`src/rtl/isort_pkg.sv`:
```
// Shared types and constants for the insertion sorter.
`timescale 1ns / 1ps
`default_nettype none

package isort_pkg;

    localparam int KEY_W        = 32;
    localparam int CAPACITY_DEF = 32;

    typedef enum logic [0:0] {
        ST_IDLE,
        ST_EMIT
    } t_state;

    // Controller to datapath
    typedef struct packed {
        logic insert;
        logic pop;
    } t_dp_cmd;

    // Datapath to controller
    typedef struct packed {
        logic last_entry;
    } t_dp_status;

endpackage

`default_nettype wire

```
`src/rtl/isort_ctrl.sv`:
```
// Controller state machine: accepts keys, then sequences the sorted drain.
`timescale 1ns / 1ps
`default_nettype none

module isort_ctrl
    import isort_pkg::*;
(
    input  wire logic       i_clk,
    input  wire logic       i_rst_n,
    input  wire logic       start,
    input  wire logic       i_list_end,
    input  wire t_dp_status i_status,
    output t_dp_cmd         o_cmd,
    output logic            busy
);

    t_state r_state;
    t_state n_state;

    always_ff @(posedge i_clk) begin
        if (!i_rst_n) begin
            r_state <= ST_IDLE;
        end else begin
            r_state <= n_state;
        end
    end

    always_comb begin
        n_state      = r_state;
        o_cmd.insert = 1'b0;
        o_cmd.pop    = 1'b0;
        busy         = 1'b0;
        case (r_state)
            ST_IDLE: begin
                if (start) begin
                    o_cmd.insert = 1'b1;
                    if (i_list_end) begin
                        n_state = ST_EMIT;
                    end
                end
            end
            ST_EMIT: begin
                busy      = 1'b1;
                o_cmd.pop = 1'b1;
                if (i_status.last_entry) begin
                    n_state = ST_IDLE;
                end
            end
            default: begin
                n_state = ST_IDLE;
            end
        endcase
    end

endmodule

`default_nettype wire

```
`src/rtl/isort_dp.sv`:
```
// Datapath: compare-and-shift key array, entry count, drop flag, output registers.
`timescale 1ns / 1ps
`default_nettype none

module isort_dp
    import isort_pkg::*;
#(
    parameter int CAPACITY = CAPACITY_DEF
) (
    input  wire logic              i_clk,
    input  wire logic              i_rst_n,
    input  wire t_dp_cmd           i_cmd,
    input  wire logic signed [KEY_W-1:0] i_key_in,
    output t_dp_status             o_status,
    output logic                   o_strobe,
    output logic signed [KEY_W-1:0] o_key_out,
    output logic                   o_run_end,
    output logic                   o_overflowed
);

    localparam int CNT_W = $clog2(CAPACITY + 1);

    logic signed [KEY_W-1:0] r_keys [CAPACITY];
    logic signed [KEY_W-1:0] n_keys [CAPACITY];
    logic [CAPACITY-1:0]     gt;
    logic [CNT_W-1:0]        r_count;
    logic [CNT_W-1:0]        n_count;
    logic                    r_dropped;
    logic                    n_dropped;
    logic                    full;
    logic                    do_insert;
    logic                    r_strobe;
    logic signed [KEY_W-1:0] r_key_out;
    logic                    r_run_end;
    logic                    r_overflowed;

    assign full      = (r_count == CNT_W'(CAPACITY));
    assign do_insert = i_cmd.insert && !full;
    assign o_status.last_entry = (r_count == CNT_W'(1));

    // Empty slots count as greater, so the new key lands just above the last smaller-or-equal one
    genvar gi;
    generate
        for (gi = 0; gi < CAPACITY; gi++) begin : g_cell
            assign gt[gi] = (CNT_W'(gi) >= r_count) || (r_keys[gi] > i_key_in);

            always_comb begin
                n_keys[gi] = r_keys[gi];
                if (do_insert && gt[gi]) begin
                    if (gi == 0) begin
                        n_keys[gi] = i_key_in;
                    end else if (gt[(gi == 0) ? 0 : gi - 1]) begin
                        n_keys[gi] = r_keys[(gi == 0) ? 0 : gi - 1];
                    end else begin
                        n_keys[gi] = i_key_in;
                    end
                end else if (i_cmd.pop && (gi < CAPACITY - 1)) begin
                    // Advance the array down one slot per drained key
                    n_keys[gi] = r_keys[(gi < CAPACITY - 1) ? gi + 1 : gi];
                end
            end

            always_ff @(posedge i_clk) begin
                r_keys[gi] <= n_keys[gi];
            end
        end
    endgenerate

    always_comb begin
        n_count   = r_count;
        n_dropped = r_dropped;
        if (i_cmd.insert) begin
            if (full) begin
                n_dropped = 1'b1;
            end else begin
                n_count = r_count + CNT_W'(1);
            end
        end else if (i_cmd.pop) begin
            n_count = r_count - CNT_W'(1);
            if (o_status.last_entry) begin
                n_dropped = 1'b0;
            end
        end
    end

    always_ff @(posedge i_clk) begin
        if (!i_rst_n) begin
            r_count   <= '0;
            r_dropped <= 1'b0;
            r_strobe  <= 1'b0;
        end else begin
            r_count   <= n_count;
            r_dropped <= n_dropped;
            r_strobe  <= i_cmd.pop;
        end
    end

    always_ff @(posedge i_clk) begin
        if (i_cmd.pop) begin
            r_key_out    <= r_keys[0];
            r_run_end    <= o_status.last_entry;
            r_overflowed <= r_dropped;
        end
    end

    assign o_strobe     = r_strobe;
    assign o_key_out    = r_key_out;
    assign o_run_end    = r_run_end;
    assign o_overflowed = r_overflowed;

    a_count_range: assert property (@(posedge i_clk) disable iff (!i_rst_n)
        r_count <= CNT_W'(CAPACITY))
        else $error("entry count above capacity");

    a_pop_nonempty: assert property (@(posedge i_clk) disable iff (!i_rst_n)
        i_cmd.pop |-> (r_count != '0))
        else $error("drain from empty store");

    a_no_overlap: assert property (@(posedge i_clk) disable iff (!i_rst_n)
        !(i_cmd.pop && i_cmd.insert))
        else $error("insert and drain in one cycle");

    a_strobe_follows_pop: assert property (@(posedge i_clk) disable iff (!i_rst_n)
        i_cmd.pop |=> o_strobe)
        else $error("result strobe missing after drain");

    a_last_empties: assert property (@(posedge i_clk) disable iff (!i_rst_n)
        (i_cmd.pop && o_status.last_entry) |=> (r_count == '0 && !r_dropped))
        else $error("store not emptied after last result");

endmodule

`default_nettype wire

```
`src/rtl/insertion_sorter.sv`:
```
// Top level of the streaming insertion sorter.
//
//  channel  | handshake          | payload
//  ---------+--------------------+--------------------------------------
//  input    | start, busy        | i_key_in[31:0] signed, i_list_end
//  result   | o_strobe (1 cycle) | o_key_out[31:0] signed, o_run_end,
//           |                    | o_overflowed
//
// A key is taken at any edge with start high and busy low, one key per cycle.
// The key with i_list_end high is inserted (dropped if full), then busy stays high
// while the stored keys drain from the bottom of the shift array, one per cycle.
// Each result shows on the outputs in the cycle after its drain cycle, for one cycle.
// Reset (synchronous, i_rst_n low) empties the store and clears the drop flag.
// The receiver cannot stall; results are never held.
`timescale 1ns / 1ps
`default_nettype none

module insertion_sorter
    import isort_pkg::*;
#(
    parameter int CAPACITY = CAPACITY_DEF
) (
    input  wire logic              i_clk,
    input  wire logic              i_rst_n,
    input  wire logic              start,
    output logic                   busy,
    input  wire logic signed [KEY_W-1:0] i_key_in,
    input  wire logic              i_list_end,
    output logic                   o_strobe,
    output logic signed [KEY_W-1:0] o_key_out,
    output logic                   o_run_end,
    output logic                   o_overflowed
);

    t_dp_cmd    cmd;
    t_dp_status status;

    isort_ctrl u_ctrl (
        .i_clk      (i_clk),
        .i_rst_n    (i_rst_n),
        .start      (start),
        .i_list_end (i_list_end),
        .i_status   (status),
        .o_cmd      (cmd),
        .busy       (busy)
    );

    isort_dp #(
        .CAPACITY (CAPACITY)
    ) u_dp (
        .i_clk        (i_clk),
        .i_rst_n      (i_rst_n),
        .i_cmd        (cmd),
        .i_key_in     (i_key_in),
        .o_status     (status),
        .o_strobe     (o_strobe),
        .o_key_out    (o_key_out),
        .o_run_end    (o_run_end),
        .o_overflowed (o_overflowed)
    );

endmodule

`default_nettype wire
```
`config.mk`:
```
export PLATFORM = sky130hd
export DESIGN_NAME = insertion_sorter
export DESIGN_NICKNAME = d
export VERILOG_FILES = /design/src/rtl/isort_pkg.sv /design/src/rtl/isort_ctrl.sv /design/src/rtl/isort_dp.sv /design/src/rtl/insertion_sorter.sv
export SDC_FILE = /design/constraint.sdc
export NUM_CORES = 2
export LEC_CHECK = 0
export BUFFER_PORTS_ARGS = -buffer_cell sky130_fd_sc_hd__buf_4
export CORE_MARGIN = 2
export CORE_UTILIZATION = 60
export CTS_CLUSTER_DIAMETER = 60
export DETAILED_ROUTE_END_ITERATION = 10
export GPL_ROUTABILITY_DRIVEN = 1
export PLACE_DENSITY = 0.79
export SLEW_MARGIN = 20
export SYNTH_ARGS = -nofsm -noshare
export SYNTH_HDL_FRONTEND = slang
export SYNTH_SLANG_ARGS = --single-unit
```
`constraint.sdc`:
```
create_clock -name i_clk -period 10.17 [get_ports i_clk]
set_input_delay 0 -clock i_clk [delete_from_list [all_inputs] [get_ports i_clk]]
set_output_delay 0 -clock i_clk [all_outputs]
set_load 0.005 [all_outputs]
```
==> results.sh <==
export IMPL_synth_cell_type_count=85
export IMPL_path_class="primary input to register"
export IMPL_critPathMaxFanout=65
export IMPL_finalHoldViolCount=0
export IMPL_async_reset_ff_share_pct=0
export IMPL_io_pins=72
export IMPL_fin_worst_skew_ns=0.0327
export IMPL_crit_path_end="u_dp.r_keys[1][310]"
export IMPL_end_kind="register"
export IMPL_cts_made_buffers=135
export IMPL_min_period_ns=5.50
export IMPL_rr_worst_depth=10
export IMPL_path_clk_slew_ns=0.06
export IMPL_maxCapViolCount=0
export IMPL_drt_first_pass_iters=9
export IMPL_crit_start="i_key_in[29]"
export IMPL_worst_hold_path_type="primary input to register"
export IMPL_setup_violations_final=0
export IMPL_grt_max_degree=66
export IMPL_slowest_delay_ns=0.73
export IMPL_die_width_um=362
export IMPL_drt_antenna_violating_nets=0
export IMPL_fin_util_pct=65.7
export IMPL_status="complete, no violations"
export IMPL_synth_edf_count=1058
export IMPL_clockRootBuffer="clkbuf_16"
export IMPL_wirelength_um=260000
export IMPL_syn_num_nets=8348
export IMPL_max_freq_mhz=182
export IMPL_grt_pass1_wl_um=382000
export IMPL_grt_overflow_total=0
export IMPL_total_power_mw=22.8
export IMPL_fin_cells=9000
export IMPL_initial_core_util_pct=60.3
export IMPL_seq_area_frac_synth_pct=41.6
export IMPL_area_growth_syn_to_layout_pct=8.86
export IMPL_hpwlAfterDp_um=182000
export IMPL_synth_cells=7284
export IMPL_worst_pin_slew_ns=1.18
export IMPL_place_gp_congestion=1.01
export IMPL_drc=0
export IMPL_rrSetupSlack_ns=5.29
export IMPL_portBuffers=71
export IMPL_leakagePower_nw=33.4
export IMPL_vias=63200
export IMPL_rsz0062_at_grt="false"
export IMPL_crit_arrival_ns=5.90
export IMPL_post_cts_buffers=0
export IMPL_grt_antenna_before_repair=5
export IMPL_crit_chain="dlygate4sd3_1, buf_4, inv_2, buf_4, ha_1, nand4_1, nor4_1, o311ai_0, and4_1, o21ai_4, buf_4, and2_2, buf_4, or2_2"
export IMPL_synth_ff_type="edfxtp_1"
export IMPL_r2r_end="u_dp.r_keys[0][242]"
export IMPL_layout_setup_ws_ns=4.67
export IMPL_crit_required_ns=10.57
export IMPL_finalNetCount=8298
export IMPL_crit_slowest_cell="or2_2"
export IMPL_peakVddDrop_mv=0.217
export IMPL_wire_per_inst_um=28.9
export IMPL_numClockSinks=1067
export IMPL_track_usage_pct=38.8
export IMPL_cp_common_cell="buf_4"
export IMPL_vias_per_cell=7.02
export IMPL_timing_final_crit_share_pct=54.1
export IMPL_yosysWarnings=0
export IMPL_ys_ff_latch=1067
export IMPL_htree_levels=4
export IMPL_die_area_mm2=0.131
export IMPL_cp_start_kind="primary input"
export IMPL_cts_resized=0
export IMPL_core_area_mm2=0.127
export IMPL_rows=131
export IMPL_die_y_um=362
export IMPL_worstSkewPairLatency_ns=0.79
export IMPL_grt_pass1_vias=60100
export IMPL_holdBufCountCts=37
export IMPL_drive_gt1_share_pct=12.7
export IMPL_drv_slew=0
export IMPL_p_per_area_mw_per_mm2=273
export IMPL_cts_tree="done"
export IMPL_netlist_area_mm2=0.0767
export IMPL_fin_setup_tns_ns=0
export IMPL_avgSynthCellArea_um2=10.5
export IMPL_drtIter0Drc=9159
export IMPL_timing_max_slew_rel_slack_pct=21.3
export IMPL_pre_cts_slack_ns=4.55
export IMPL_place_inst=8721
export IMPL_clockBufferDepth=3
export IMPL_r2r_start="u_dp.r_count[5]"
## synthesized netlist by cell type, types with 22 or more instances
| library cell | count | area, um^2 |
|---|---|---|
| or2_2 | 28 | 175 |
| o21a_1 | 28 | 210 |
| nor2_1 | 746 | 2800 |
| nor4_1 | 28 | 175 |
| buf_2 | 125 | 626 |
| o21ai_0 | 415 | 2080 |
| mux2_2 | 416 | 4680 |
| a21oi_1 | 1106 | 5540 |
| mux2_1 | 22 | 248 |
| buf_1 | 27 | 101 |
| edfxtp_1 | 1058 | 31800 |
| nand2_1 | 414 | 1550 |
| ha_1 | 1028 | 12900 |
| inv_1 | 91 | 342 |
| nor3_1 | 27 | 135 |
| mux2i_1 | 622 | 6230 |
| nor2b_1 | 59 | 369 |
| and4_1 | 22 | 193 |
| nand4_1 | 229 | 1430 |
| a211oi_1 | 41 | 308 |
| nand3_1 | 49 | 245 |
| o211ai_1 | 45 | 338 |
| a21o_1 | 146 | 1100 |
| nand2b_1 | 34 | 213 |
| clkbuf_1 | 240 | 901 |
## critical path: cells and delay by family
kind | cells | cell delay (ns)
compound gates | 2 | 0.40
simple gates | 5 | 2.08
fa+ha+maj | 1 | 0.34
buf+inv | 6 | 2.92
## routing by layer
metal  global-route usage, %  share of wire [%]  vias up
met3                    9.76                 13      785
met2                    55.6                 41     4445
met1                    53.5                 39    30300
met4                    21.7                6.3        2
li1                        -                  -    27700
met5                       0             0.0050        -
## worst min path at each step
stage	slack (ns)	start	cells after the start	end
floorplan	0.12	i_rst_n	1	u_dp.r_count[2]
global placement	0.29	i_list_end	3	u_ctrl.r_state
detailed placement	0.28	i_list_end	3	u_ctrl.r_state
CTS	0.04	i_rst_n	3	u_dp.r_count[4]
global route	0.09	i_rst_n	3	u_dp.r_count[5]
finish	0.08	i_rst_n	3	u_dp.r_count[4]
## through the flow
step	hold WS [ns]	area [um^2]
after floorplan	0.122	76700
after global routing	0.0936	83500
after global placement	0.285	78800
after detailed placement	0.284	78800
final	0.0798	83500
after CTS	0.0360	83500
## logic make-up (layout without fill, tap and decap cells)
group           after synthesis  after routing  share of synthesized area, %
simple gates               1696           1696                          10.1
other cells                   0              2                             0
fa+ha+maj                  1028           1028                          16.8
buf+inv                     510            562                          2.90
flops                      1067           1067                          41.6
compound gates             1918           1918                          14.0
mux                        1060           1060                          14.5
xor+xnor                      5              5                        0.0571
## layout by cell type, fill, tap and decap left out, types with 12 or more instances in the layout
cell	Yosys	routed
a2111oi_0	14	14
a211oi_1	41	40
a21o_1	146	146
a21oi_1	1106	1098
and4_1	22	22
buf_4	13	194
clkbuf_1	240	30
clkbuf_16	0	140
clkinv_1	0	15
clkinv_2	0	17
dlygate4sd3_1	0	37
edfxtp_1	1058	1058
ha_1	1028	1028
inv_1	91	60
inv_2	0	31
inv_6	0	12
mux2_1	22	22
mux2_2	416	416
mux2i_1	622	622
nand2_1	414	409
nand2b_1	34	33
nand3_1	49	48
nand4_1	229	229
nor2_1	746	737
nor2b_1	59	59
nor3_1	27	26
nor4_1	28	28
o211ai_1	45	45
o21a_1	28	28
o21ai_0	415	415
o31ai_1	17	17
or2_2	28	29
## sequential cells by signal (all words and copies together) (netlist names)
name / flops
u_dp.r_count: 6
u_dp.r_dropped: 1
u_dp.o_key_out: 32
u_dp.o_strobe: 1
u_dp.o_overflowed: 1
u_dp.o_run_end: 1
u_ctrl.r_state: 1
u_dp.r_keys: 1024
## power by group
part	leakage, nW	internal, mW	switching, mW	total [mW]
clock network	2.13	2.83	2.00	4.83
registers	10.3	7.22	1.91	9.13
logic	21.0	3.70	5.19	8.89
total	33.4	13.8	9.09	22.8
## cell type report
class,count,area [um^2]
clock inverter,66,696
sequential,1067,32000
inverter,91,342
fill,9784,43700
timing repair buffer,232,1850
antenna,2,5.00
clock buffer,173,3660
tap,1662,2080
multi-input combinational,5707,42900
No activity file was read; power rests on OpenSTA's default activity.
